## src/rtl/rrts_ram.sv

```systemverilog
// Generic single-write, single-read RAM with registered read data.
// No dependencies.
module rrts_ram #(
    parameter int WIDTH = 64,
    parameter int DEPTH = 64
) (
    input  logic                     i_clk,
    input  logic                     i_we,
    input  logic [$clog2(DEPTH)-1:0] i_waddr,
    input  logic [WIDTH-1:0]         i_wdata,
    input  logic [$clog2(DEPTH)-1:0] i_raddr,
    output logic [WIDTH-1:0]         o_rdata
);
    logic [WIDTH-1:0] r_mem [DEPTH];
    logic [WIDTH-1:0] r_rdata;

    always_ff @(posedge i_clk) begin
        if (i_we) begin
            r_mem[i_waddr] <= i_wdata;
        end
        r_rdata <= r_mem[i_raddr];
    end

    assign o_rdata = r_rdata;
endmodule

```

## config.mk

```make
export PLATFORM = sky130hd
export DESIGN_NAME = rrts_ram
export DESIGN_NICKNAME = d
export VERILOG_FILES = /design/src/rtl/rrts_ram.sv
export SDC_FILE = /design/constraint.sdc
export NUM_CORES = 2
export LEC_CHECK = 0
export BUFFER_PORTS_ARGS = -buffer_cell sky130_fd_sc_hd__buf_4
export CORE_MARGIN = 5
export CORE_UTILIZATION = 55
export DETAILED_ROUTE_END_ITERATION = 8
export GPL_TIMING_DRIVEN = 0
export PLACE_DENSITY_LB_ADDON = 0.08
export SYNTH_ARGS = -nofsm -noshare
export SYNTH_HDL_FRONTEND = slang
export SYNTH_SLANG_ARGS = --single-unit
```

## constraint.sdc

```tcl
create_clock -name i_clk -period 11.49 [get_ports i_clk]
set_clock_uncertainty 0.2 [all_clocks]
set_input_delay 2.298 -clock i_clk [delete_from_list [all_inputs] [get_ports i_clk]]
set_output_delay 2.298 -clock i_clk [all_outputs]
set_load 0.02 [all_outputs]
```

**Yosys cells after proc, flatten, opt, wreduce, memory -nomap -nowiden**

Memory sizes are Yosys's and may differ from the RTL's. A register that Yosys moved wholly into a read port is not among the register bits.
Index checks and enable logic that the tools add are counted.
Widths: inputs -> output; s select.

- Flip-flop bits (word level): 0
- Bits in writable memories: 4,096
- Bits of input ports: 78
- Word-level logic and storage cells: 3
- Memories kept: 1

Memories:

| name | depth | bits a word | read ports | clocked after memory_dff | wr ports | line | source |
|---|---|---|---|---|---|---|---|
| r_mem | 64 | 64 | 1 | 1 | 1 | 14 | `logic [WIDTH-1:0] r_mem [DEPTH];` |

- Multiplexer cells: 2

Operator list:

| cell | count |
|---|---|
| $mux 1 | 2 |

**Logic depth before layout (Yosys ltp)**

- Depth after elaboration: 2
- Depth in mapped cells: 9
- Depth with buffers taken out: 5

**Worst setup path after synthesis**

OpenSTA, ideal clock, no wires.

- Kind: input to register
- Start: input i_waddr[3]
- End: memory r_mem[48][0] (enable)
- Library setup time: 564 ps
- Arrival: 7,170 ps
- Data required time: 10,726 ps
- Setup slack: 3,556 ps
- Cell stages on the path: 4
- Buffers on the path: 1
- Cells stage by stage: clkbuf_1 nor2b_1 nand4b_1 nor3_1

RTL lines:

| element | line | source |
|---|---|---|
| start, declared | 9 | `input logic [$clog2(DEPTH)-1:0] i_waddr,` |
| end, declared | 14 |  |

Straight into the memory's write port.

==> metrics.yaml <==
start_kind: "input port"
grt_max_degree: 65
cts_hold_buffers: 0
synthDistinctLibCells: 33
clockBufferDepth: 4
cts_resized: 0
cts_tree: "yes"
yosysMostFrequentCell: "edfxtp_1"
yosysTopAreaCell: "edfxtp_1"
crit_type: "in -> reg"
area_growth_pct: 15.0
power_frac_seq: 0.531
setup_viol: 0
rsz0062_at_grt: "false"
drv_slew: 4
grt_util_all_layers: 0.287
nNetsFinal: 7423
slew_headroom: -0.0829
die_area_sq_mm: 0.295
route.detailed.drc: 0
final_layout_size_suffix_gt1_frac: 0.291
power-per-cell-area_mw_per_mm2: 176
final.min_clock_period_ns: 5.92
clock_latency_ns: 0.98
grt_pass1_vias: 76100
wirelength_um: 422000
cts_setup_buffers: 0
final.setup.tns_ns: 0
grt_first_pass_wirelength_um: 588000
rows: 195
fin_crit_sh: 0.515
hpwl_um: 282000
worst_ep_required_time_ns: 12.12
multi_input_area_sq_mm: 0.0307
finalHoldViolations: 0
instances_no_fill: 11500
pwr-share-comb: 0.053
yosys_warnings: 0
arrival_ns: 6.55
antenna_found_initial: 47
cts_inserted_buffers: 413
async_reset_ff_frac: 0
gp_congestion: 0.812
dpl_cell_area_sq_mm: 0.167
synth_edf_count: 4096
design_area_sq_mm: 0.180
ys_seq_area_frac: 0.795
cp-end-kind: "register"
start_util: 0.553
cp_max_fo: 10
synth_top_area_frac: 0.787
num_vias: 76100
tightest_slew_ns: 1.62
ys_ff_latch: 4160
synthTopCellsByArea: "edfxtp_1, mux4_2, mux2i_1, dfxtp_1, a22oi_1"
hold_class: "reg -> reg"
netlist_area_sq_mm: 0.156
first_pass_iters: 6
fillers: 18800
p_leak_nw: 56.4
syn_inst: 6598
mappedNetlistNets: 6676
holdWs_ns: 0.700
drt-vias-per-instance: 6.64
synth_common_cells: "edfxtp_1, mux4_2, buf_2"
synth_ff_type: "edfxtp_1"
io_buffers: 133
die-height_um: 543
switching_share: 0.214
violations: "max-capacitance violations, max-slew violations"
fp.dieW_um: 543
h-tree-depth: 5
final_antenna_net_count: 0
internal_power_mw: 24.9
ios: 142
coreArea_sq_mm: 0.283
placed_cells: 10700
gr-total-overflow: 0
drt_iter0_drc: 11400
drv_cap: 2
register_area_sq_mm: 0.124
power.switching_mw: 6.78
wl_per_cell_um: 36.9
irDropWorstVdd_uv: 142
clockPowerShare: 0.415
syn_area_per_cell_sq_um: 23.7
max_freq_mhz: 169
path_clk_slew_ns: 0.06
status: "complete, but fails checks"
cts_sinks: 4160
root_buffer: "clkbuf_16"
[metrics by stage]
stage	utilization	power, mW	setup slack, ns
2_1_floorplan	-	18.0	3.56
5_1_grt	0.636	32.6	5.64
4_1_cts	0.636	31.9	5.75
3_3_place_gp	0.573	18.8	-2.94
6_report	0.636	31.7	5.57
3_5_place_dp	0.589	18.8	4.71
[cell usage in the layout (no fill, tap or decap), types with 29 or more instances in the layout]
cell type     n
clkbuf_1    248
a22o_1       88
a211oi_1     63
mux2i_1     135
buf_12      159
edfxtp_1   4096
nand2_1      58
dfxtp_1      64
clkinv_1     71
clkinv_2     72
nor2_4       62
clkbuf_16   424
nand3_1      45
mux4_2     1024
o22ai_1      83
bufinv_16    31
o221ai_1     38
a22oi_1     168
buf_4       167
and3_1       64
or3_1        29
nor2_1       50
buf_2       171
[cell families after synthesis]
family / after synthesis / synth area share
AO/OA/AOI/OAI: 504 / 0.0248
buffers and inverters: 389 / 0.0118
flip-flops: 4160 / 0.795
multiplexers: 1159 / 0.156
AND/OR/NAND/NOR: 386 / 0.0124
[cell type report]
class,instances,area share
repair buffers,332,0.0278
flip-flops and latches,4160,0.691
diodes,26,0.000362
multi-input cells,2049,0.171
inverters,19,0.000397
plain buffers,370,0.00992
well taps,3743,0.0261
clock inverters,203,0.0109
clock buffers,550,0.0623
[registers in the layout, summed over array words and instances, names as in the netlist]
signal	cells
r_mem	4096
o_rdata	64
[worst max-delay path, stage by stage]
cell and delay [ns]:
buf_4 0.24, buf_4 0.33, buf_2 0.48, buf_2 0.60
clkbuf_1 0.60, a211oi_1 0.29, o22ai_1 1.29, and3_1 0.38
[power groups by stage]
stage	logic (mW)	registers [mW]	clock network, mW
5_1_grt	1.77	16.8	14.0
6_report	1.69	16.8	13.2
4_1_cts	1.69	16.8	13.3
3_5_place_dp	1.69	17.2	0
2_1_floorplan	0.782	17.2	0
3_3_place_gp	1.63	17.2	0
[metal layers]
layer	global-route usage	part of all wire	wire, um
met5	0	0.00038	159
met4	0.102	0.039	16400
met3	0.0577	0.099	41700
met2	0.440	0.47	199000
met1	0.419	0.39	165000
[final timing paths]
| kind | startpoint | cells past startpoint | endpoint | slack [ns] |
|---|---|---|---|---|
| worst min register to register | r_mem[36][26] | 4 | o_rdata[26] | 0.70 |
| worst max-delay path | i_raddr[1] | 8 | o_rdata[34] | 5.57 |
| worst min-delay path | r_mem[36][26] | 4 | o_rdata[26] | 0.70 |
| worst max register to register | r_mem[55][37] | 5 | o_rdata[37] | 8.35 |
Note: power is estimated with default switching activity, not from simulation.
