`config.mk`:
```
export PLATFORM = sky130hd
export DESIGN_NAME = rrts_cell
export DESIGN_NICKNAME = d
export VERILOG_FILES = /design/src/rtl/rrts_pkg.sv /design/src/rtl/rrts_cell.sv
export SDC_FILE = /design/constraint.sdc
export NUM_CORES = 1
export LEC_CHECK = 0
export BUFFER_PORTS_ARGS = -buffer_cell sky130_fd_sc_hd__buf_2
export CORE_MARGIN = 2
export CORE_UTILIZATION = 34
export DETAILED_ROUTE_END_ITERATION = 10
export PLACE_DENSITY = 0.72
export SETUP_SLACK_MARGIN = 0.1
export SLEW_MARGIN = 30
export SYNTH_ARGS = -nofsm -noshare
export SYNTH_HDL_FRONTEND = slang
export SYNTH_SLANG_ARGS = --single-unit
```
`constraint.sdc`:
```
create_clock -name i_clk -period 1.9 [get_ports i_clk]
set_clock_uncertainty 0.05 [all_clocks]
set_input_delay 0.19 -clock i_clk [delete_from_list [all_inputs] [get_ports i_clk]]
set_output_delay 0.19 -clock i_clk [all_outputs]
set_load 0.01 [all_outputs]
```
`src/rtl/rrts_pkg.sv`:
```
// Shared types and constants for the round-robin task scheduler.
// No dependencies; imported by the top level, the slot cells and the checker.
package rrts_pkg;

    localparam int TASK_SLOTS_DEF  = 64;
    localparam int EVENT_SLOTS_DEF = 16;

    localparam logic [7:0]  TS_RESET  = 8'd5;
    localparam logic [15:0] TPM_RESET = 16'd1;
    localparam logic [15:0] EVCNT_MAX = 16'hFFFF;

    localparam logic [1:0] ST_OK     = 2'd0;
    localparam logic [1:0] ST_NOSLOT = 2'd1;
    localparam logic [1:0] ST_IDLE   = 2'd2;

    typedef enum logic [3:0] {
        CMD_TICK    = 4'd0,
        CMD_RESCHED = 4'd1,
        CMD_CREATE  = 4'd2,
        CMD_KILL    = 4'd3,
        CMD_PAUSE   = 4'd4,
        CMD_RESUME  = 4'd5,
        CMD_SLEEP   = 4'd6,
        CMD_WAIT    = 4'd7,
        CMD_SIGNAL  = 4'd8
    } t_cmd;

    typedef enum logic [2:0] {
        OP_NONE,
        OP_KILL,
        OP_PAUSE,
        OP_RESUME,
        OP_WAIT,
        OP_CLR_RUN,
        OP_PICK,
        OP_CREATE
    } t_cell_op;

    typedef enum logic [2:0] {
        S_IDLE,
        S_EXEC,
        S_SCAN,
        S_SLEEP,
        S_DONE
    } t_state;

    typedef struct packed {
        logic used;
        logic running;
        logic paused;
        logic aborted;
        logic waiting;
    } t_flags;

    // broadcast to every cell of the ring
    typedef struct packed {
        t_cell_op op;
        logic     tok_load;
        logic     tok_shift;
    } t_cell_ctl;

endpackage

```
`src/rtl/rrts_cell.sv`:
```
// One task slot of the scheduler ring: slot marks, event index and scan token.
// Depends on rrts_pkg.
module rrts_cell #(
    parameter int IW     = 6,
    parameter int EW     = 4,
    parameter int MY_IDX = 0
) (
    input  logic                i_clk,
    input  logic                i_rst_n,
    input  rrts_pkg::t_cell_ctl i_ctl,
    input  logic [IW-1:0]       i_idx,
    input  logic [IW-1:0]       i_start,
    input  logic [EW-1:0]       i_ev,
    input  logic                i_tok,
    output logic                o_tok,
    output rrts_pkg::t_flags    o_flags,
    output logic [EW-1:0]       o_event,
    output rrts_pkg::t_flags    o_hit
);
    import rrts_pkg::*;

    t_flags        r_flags;
    logic [EW-1:0] r_event;
    logic          r_tok;
    logic          sel;

    assign sel = (i_idx == IW'(MY_IDX));

    always_ff @(posedge i_clk) begin
        if (!i_rst_n) begin
            r_flags <= '0;
            r_tok   <= 1'b0;
        end else begin
            if (i_ctl.tok_load) begin
                r_tok <= (i_start == IW'(MY_IDX));
            end else if (i_ctl.tok_shift) begin
                r_tok <= i_tok;
            end
            case (i_ctl.op)
                OP_KILL: begin
                    if (sel) r_flags <= '0;
                end
                OP_PAUSE: begin
                    if (sel) begin
                        r_flags.paused  <= 1'b1;
                        r_flags.aborted <= 1'b1;
                    end
                end
                OP_RESUME: begin
                    if (sel) begin
                        r_flags.paused  <= 1'b0;
                        r_flags.aborted <= 1'b0;
                    end
                end
                OP_WAIT: begin
                    if (sel) r_flags.waiting <= 1'b1;
                end
                OP_CLR_RUN: begin
                    if (sel) r_flags.running <= 1'b0;
                end
                OP_PICK: begin
                    if (r_tok) begin
                        r_flags.running <= 1'b1;
                        if (r_flags.waiting && !r_flags.aborted) r_flags.waiting <= 1'b0;
                    end
                end
                OP_CREATE: begin
                    if (r_tok) begin
                        r_flags <= '{used: 1'b1, default: 1'b0};
                    end
                end
                default: begin
                end
            endcase
        end
    end

    always_ff @(posedge i_clk) begin
        if (i_ctl.op == OP_WAIT && sel) begin
            r_event <= i_ev;
        end
    end

    assign o_tok   = r_tok;
    assign o_flags = r_tok ? r_flags : '0;
    assign o_event = r_tok ? r_event : '0;
    assign o_hit   = sel ? r_flags : '0;
endmodule

```
# Yosys cells after proc, flatten, opt, wreduce, memory -nomap -nowiden
# Index checks and enable logic that the tools add are counted.
# classes
eq_ne,15
muxes,18
n_reduce_logical,14
# op_table
op,n
5-bit two-way mux,4
2-bit != test (second input constant),8
3-bit equality test (second input constant),4
6-bit zero test,2
4-bit nonzero test,3
5-bit AND reduction,2
1-bit one-hot mux with 4 select lines,2
2-bit one-hot mux with 4 select lines,1
1-bit two-way mux,7
3-bit by 2-bit equality test with 1-bit output (second input constant),2
6-bit AND reduction,1
2-bit two-way mux,2
4-bit two-way mux,1
2-bit nonzero test,2
3-bit by 1-bit equality test with 1-bit output (second input constant),1
3-bit AND reduction,1
1-bit logical AND,2
1-bit one-hot mux with 2 select lines,1
1-bit zero test,1
# totals
register_bits,10
in_bits,24
out_inout_bits,15
word_cells,54

# Longest topological paths before layout
# Gate-level depths: netlist of run 1.
# depth
depth_word,5
depth_mapped,4
depth_no_buf,3

# Worst setup path after synthesis of run 1
# OpenSTA, ideal clock, no wires.
# synth_timing
path_kind,in2reg
from,in i_idx[1]
to,reg r_event[0] (enable)
setup_ps,377
arrival_time_ps,1371
required_time_ps,1473
setup_slack_ps,102
path_stages,3
n_path_buf,1
path_cell_list,or4_4 -> buf_6 -> nor4_1
# synth_between
elab_chain_cells,2
# synth_rtl
element,line_no,rtl
start: declaration,rrts_cell.sv:11,"input logic [IW-1:0] i_idx,"
6-bit zero test,rrts_cell.sv:27,assign sel = (i_idx == IW'(MY_IDX));
1-bit logical AND,rrts_cell.sv:79,if (i_ctl.op == OP_WAIT && sel) begin
end signal: assignment,rrts_cell.sv:80,r_event <= i_ev;
end: declaration,rrts_cell.sv:23,logic [EW-1:0] r_event;
# No other way between the ends.
# A chain may end at the register's enable or synchronous reset.

==> results.sh, run 1 <==
export IMPL_dr_total_vias=581
export IMPL_dr_pass1_iters=4
export IMPL_critPathArrivalTime_ns=1.32
export IMPL_cap_viol_max_count=0
export IMPL_hold_class="input port to flop"
export IMPL_fin_crit_ns=1.56
export IMPL_setup_viol=0
export IMPL_area_growth_pct=40.0
export IMPL_cts_resized=0
export IMPL_p_sw_frac=0.236
export IMPL_critPathKind="input port to output pin"
export IMPL_critPathMaxFanout=11
export IMPL_rows=14
export IMPL_leakagePower_nw=0.335
export IMPL_avgSynthCellArea_sq_um=9.50
export IMPL_p_sw_mw=0.0968
export IMPL_dieHeight_um=43.5
export IMPL_reg2reg_slack_ns=0.81
export IMPL_power_total_mw=0.411
export IMPL_die_w_um=43.5
export IMPL_antenna_found_initial=0
export IMPL_overflow=0
export IMPL_start_util=0.357
export IMPL_clockPowerShare=0.355
export IMPL_yosysSeqAreaShare=0.414
export IMPL_yosysTopAreaCellShare=0.226
export IMPL_synth_enable_flop_cells=4
export IMPL_post_route_drc_count=0
export IMPL_synth_most_common_cell="and2_1"
export IMPL_reg2regPathDepth=3
export IMPL_end_kind="output pin"
export IMPL_p_int_mw=0.314
export IMPL_required_ns=1.66
export IMPL_tns_ns=0
export IMPL_dp_slack_ns=0.184
export IMPL_fmax_mhz=639
export IMPL_grt_first_pass_wirelength_mm=2.06
export IMPL_finalCritPeriodShare=0.823
export IMPL_grt_pass1_vias=508
export IMPL_pin_count=39
export IMPL_post_cts_buffers=0
export IMPL_synthTopCellsByArea="edfxtp_1 23%, dfxtp_1 19%, and2_1 9.4%"
export IMPL_hold_buffers=0
export IMPL_ys_types=27
export IMPL_hold_start="i_ev[3]"
export IMPL_holdWs_ns=0.0564
export IMPL_place_congestion=0.790
export IMPL_dp_final_hpwl_mm=1.05
export IMPL_slew_viol_final=0
export IMPL_fin_nets=119
export IMPL_reg2reg_from="o_tok"
export IMPL_layout_drive_gt1_share=0.489
export IMPL_grt_max_degree=12
export IMPL_dieArea_sq_um=1900
export IMPL_clockBufferDepth=2
export IMPL_async_reset_ff_frac=0
export IMPL_clkSlewWorstSetupHoldPaths_ns=0.06
export IMPL_wl_per_cell_um=12.0
export IMPL_ant_nets=0
export IMPL_grt_usage=0.147
export IMPL_slew_limit_headroom=0.798
export IMPL_p_per_area_nw_per_um2=551
export IMPL_rsz0062_at_grt="false"
export IMPL_synth_commonest_cells="8 x and2_1, 6 x nor4_1, 5 x dfxtp_1, 4 x edfxtp_1, 4 x inv_1"
export IMPL_cts_sink_count=9
export IMPL_cts_tree="built"
export IMPL_avgViaCountPerCell=5.28
export IMPL_fin_ws_ns=0.336
export IMPL_synth_fp_nets=80
export IMPL_antenna_cells=0
export IMPL_yosysTopAreaCell="edfxtp_1"
export IMPL_yosys_warnings=0
export IMPL_ys_flop_type="dfxtp_1"
export IMPL_r2r_end="r_flags[0]"
export IMPL_syn_inst=56
export IMPL_drt_total_wl_mm=1.32
export IMPL_core_area_sq_um=1490
export IMPL_cts_buffers_inserted=3
export IMPL_tightest_slew_ns=0.300
export IMPL_min_path_cells=1
export IMPL_power_frac_comb=0.145
export IMPL_root_buffer="clkbuf_4"
export IMPL_startpoint_type="input port"
export IMPL_portBuffers=38
export IMPL_hold_viol=0
export IMPL_irDropWorstVdd_mv=0.400
export IMPL_ys_ff_latch=9
export IMPL_synth_area_sq_um=532
export IMPL_ctsHtreeMaxLevel=1
export IMPL_holdPathEnd="r_event[3]"
export IMPL_worstSkewPairLatency_ns=0.26
export IMPL_outcome="finished clean"
export IMPL_seqPwrFrac=0.500
export IMPL_drt_iter0_drc=12
## routing by layer
metal,routed length (um),GRT usage,up-vias,share of wire
met5,0,0,-,0
met4,0,0.0364,0,0
met3,119,0.0667,0,0.090
met2,706,0.268,28,0.54
met1,491,0.150,263,0.37
li1,-,-,290,-
## final cells by class
cell class	count	area, sq um
fill	149	744
multi-input combinational	37	258
sequential	9	220
timing repair buffer	40	205
tap	16	20.0
clock buffer	4	26.3
inverter	4	15.0
## cell families (layout without fill, tap and decap cells)
group,count (synthesis),after routing,share of synthesized area
AND/OR/NAND/NOR,25,25,0.304
AO/OA/AOI/OAI,12,12,0.181
buffers and inverters,10,48,0.101
flip-flops,9,9,0.414
## cell usage in the layout, fill, tap and decap left out, drive strengths merged, types with 2 or more instances in the layout
cell	count
a211oi	2
a221oi	2
and2	8
buf	40
clkbuf	4
dfxtp	5
edfxtp	4
inv	4
nor4	6
nor4b	2
o21ai	3
## worst max path at each step
| stage | from | end | slack (ns) |
|---|---|---|---|
| 6_report | i_idx[1] | o_hit[4] | 0.34 |
| 5_1_grt | i_idx[1] | o_hit[4] | 0.25 |
| 4_1_cts | i_idx[1] | o_hit[2] | 0.34 |
| 3_5_place_dp | i_idx[1] | r_flags[0] | 0.18 |
| 3_3_place_gp | i_idx[1] | r_flags[0] | 0.21 |
| 2_1_floorplan | i_idx[1] | r_event[0] | 0.10 |
## stage by stage
| stage | utilization | cells | instance area [sq um] |
|---|---|---|---|
| final | 0.500 | 110 | 744 |
| after global routing | 0.500 | 110 | 744 |
| after CTS | 0.500 | 110 | 744 |
| after detailed placement | 0.482 | 106 | 718 |
| after global placement | 0.482 | 106 | 718 |
| after floorplan | - | 56 | 532 |
## state kept, by name (all words and copies together), names as in the netlist
register / cells
r_flags: 4
o_tok: 1
r_event: 4
## critical path: stages
cell     delay, ns
buf_2         0.09
or4_4         0.60
nor4b_1       0.26
buf_2         0.18
## power by group through the flow
| stage | registers (mW) | clock network, mW | logic [mW] |
|---|---|---|---|
| floorplan | 0.210 | 0 | 0.0237 |
| global placement | 0.209 | 0 | 0.0576 |
| detailed placement | 0.209 | 0 | 0.0592 |
| CTS | 0.205 | 0.153 | 0.0594 |
| global route | 0.205 | 0.163 | 0.0650 |
| finish | 0.205 | 0.146 | 0.0594 |
No activity file was read; power rests on OpenSTA's default activity.
==> run 2, diff against run 1 <==
--- a/config.mk
+++ b/config.mk
@@ -5,11 +5,12 @@
 export SDC_FILE = /design/constraint.sdc
 export NUM_CORES = 1
 export LEC_CHECK = 0
+export ABC_AREA = 1
 export BUFFER_PORTS_ARGS = -buffer_cell sky130_fd_sc_hd__buf_2
 export CORE_MARGIN = 2
-export CORE_UTILIZATION = 34
+export CORE_UTILIZATION = 37
 export DETAILED_ROUTE_END_ITERATION = 10
-export PLACE_DENSITY = 0.72
+export PLACE_DENSITY = 0.74
 export SETUP_SLACK_MARGIN = 0.1
 export SLEW_MARGIN = 30
 export SYNTH_ARGS = -nofsm -noshare
==> constraint.sdc (replaced) <==
create_clock -name i_clk -period 1.33 [get_ports i_clk]
set_clock_uncertainty 0.05 [all_clocks]
set_input_delay 0.133 -clock i_clk [delete_from_list [all_inputs] [get_ports i_clk]]
set_output_delay 0.133 -clock i_clk [all_outputs]
set_load 0.01 [all_outputs]
==> results.sh, run 2 <==
export IMPL_avgSynthCellArea_sq_um=6.45
export IMPL_grt_usage=0.159
export IMPL_slowest_stage="dfxtp_4"
export IMPL_path_cells="buf_6 > nand2_1 > inv_1 > buf_2"
export IMPL_critPathKind="flop to output pin"
export IMPL_synth_commonest_cells="22 x inv_1, 17 x nand2_1, 14 x nor2_1, 8 x nand3_1, 7 x a21oi_1"
export IMPL_place_congestion=0.817
export IMPL_startpoint_type="flop"
export IMPL_power_total_mw=0.667
export IMPL_synthTopCellsByArea="edfxtp_1 19%, dfxtp_1 16%, inv_1 13%"
export IMPL_avgViaCountPerCell=4.76
export IMPL_tns_ns=0
export IMPL_worstSkewPairLatency_ns=0.26
export IMPL_ys_types=19
export IMPL_overflow=0
export IMPL_cts_buffers_inserted=3
export IMPL_core_area_sq_um=1540
export IMPL_p_per_area_nw_per_um2=743
export IMPL_stdcell_count=157
export IMPL_outcome="finished clean"
export IMPL_tightest_slew_ns=0.347
export IMPL_wl_per_cell_um=9.69
export IMPL_max_stage_delay_ns=0.38
export IMPL_dieArea_sq_um=2020
export IMPL_hold_class="input port to flop"
export IMPL_drt_iter0_drc=9
export IMPL_yosysTopAreaCellShare=0.194
export IMPL_root_buffer="clkbuf_4"
export IMPL_portBuffers=38
export IMPL_most_common_layout_cells="38 x buf_2, 22 x inv_1, 17 x nand2_1"
export IMPL_async_reset_ff_frac=0
export IMPL_ant_nets=0
export IMPL_layout_drive_gt1_share=0.376
export IMPL_synth_fp_nets=120
export IMPL_yosysTopAreaCell="edfxtp_1"
export IMPL_irDropWorstVdd_mv=0.424
export IMPL_dp_final_hpwl_mm=1.10
export IMPL_drt_total_wl_mm=1.52
export IMPL_dr_pass1_iters=4
export IMPL_synth_enable_flop_cells=4
export IMPL_fin_crit_ns=1.16
export IMPL_yosysSeqAreaShare=0.356
export IMPL_ys_ff_latch=9
export IMPL_start_util=0.402
export IMPL_finalCritPeriodShare=0.871
export IMPL_grt_max_degree=10
export IMPL_slew_limit_headroom=0.768
export IMPL_yosys_warnings=0
export IMPL_pin_count=39
export IMPL_place_inst=149
export IMPL_hold_viol=0
export IMPL_grt_first_pass_wirelength_mm=2.30
export IMPL_fin_nets=166
export IMPL_required_ns=1.15
export IMPL_fillers=146
export IMPL_final_common_cell="buf_2"
export IMPL_rsz0062_at_grt="false"
export IMPL_area_growth_pct=45.1
export IMPL_clockBufferDepth=2
export IMPL_cts_sink_count=9
export IMPL_critPathArrivalTime_ns=0.98
export IMPL_dieHeight_um=44.9
export IMPL_antenna_found_initial=0
export IMPL_ys_flop_type="dfxtp_1"
export IMPL_clkSlewWorstSetupHoldPaths_ns=0.06
export IMPL_antenna_cells=0
export IMPL_post_route_drc_count=0
export IMPL_synth_area_sq_um=619
export IMPL_syn_inst=96
export IMPL_synth_most_common_cell="inv_1"
export IMPL_cts_tree="built"
export IMPL_slew_viol_final=0
export IMPL_critPathMaxFanout=7
export IMPL_grt_pass1_vias=627
export IMPL_end_kind="output pin"
export IMPL_fin_util=0.583
export IMPL_dr_total_vias=747
export IMPL_setup_viol=0
export IMPL_rows=14
export IMPL_fmax_mhz=863
export IMPL_ctsHtreeMaxLevel=1
export IMPL_leakagePower_nw=0.521
export IMPL_die_w_um=44.9
export IMPL_cap_viol_max_count=0
==> run 2: what timing repair did <==
item | 4_1_cts | 5_1_grt
resized for setup | 1 | 2
hold endpoints to repair | 3 | 1
buffers inserted | 0 | 0
endpoints found under the setup margin | 7 | 7
hold buffers | 3 | 1
cloned | 0 | 0
==> run 2: critical path, delay by kind of cell, from the launching register on <==
family / cells / cell delay, ns
and+or+nand+nor: 1 / 0.05
buffers and inverters: 3 / 0.28
DFF: 1 / 0.38
==> run 2: final cells by class <==
type / count / area [sq um] / share of cell area
clock buffers: 4 / 26.3 / 0.0292
repair buffers: 44 / 249 / 0.277
flip-flops and latches: 9 / 224 / 0.249
well taps: 16 / 20.0 / 0.0223
inverters: 24 / 90.1 / 0.100
multi-input cells: 60 / 289 / 0.322
==> run 2: logic make-up after synthesis <==
kind of cell / synth area share
and+or+nand+nor: 0.368
buffers and inverters: 0.178
AOI/OAI and AO/OA: 0.0990
DFF: 0.356
==> run 2: path summary, 6_finish.rpt <==
path / cells past startpoint / slack [ns] / endpoint / start
worst max-delay path: 4 / 0.17 / o_flags[0] / o_tok
worst max register to register: 7 / 0.25 / r_flags[0] / r_flags[0]
worst min-delay path: 4 / 0.07 / o_tok / i_start[2]
worst min register to register: 2 / 0.45 / r_flags[4] / r_flags[4]
==> run 2: per-layer routing <==
| metal | global-route usage | vias to the layer above | wire [um] |
|---|---|---|---|
| met5 | 0 | - | 0 |
| met3 | 0.0480 | 10 | 110 |
| met4 | 0.0706 | 0 | 72 |
| met1 | 0.155 | 315 | 576 |
| met2 | 0.304 | 34 | 761 |
| li1 | - | 388 | - |
==> run 2: where the power goes <==
part	switching, mW	total (mW)	internal [mW]
Combinational	0.0736	0.142	0.0682
Clock	0.103	0.219	0.116
Sequential	0.00946	0.307	0.297
Total	0.186	0.667	0.482
==> run 2: metrics by stage <==
stage | area, sq um | setup WS, ns | hold slack, ns
6_report | 898 | 0.172 | 0.0709
5_1_grt | 898 | 0.102 | 0.0755
4_1_cts | 882 | 0.123 | 0.000155
3_5_place_dp | 825 | 0.0585 | 0.262
3_3_place_gp | 825 | 0.103 | 0.262
2_1_floorplan | 619 | 0.126 | 0.182
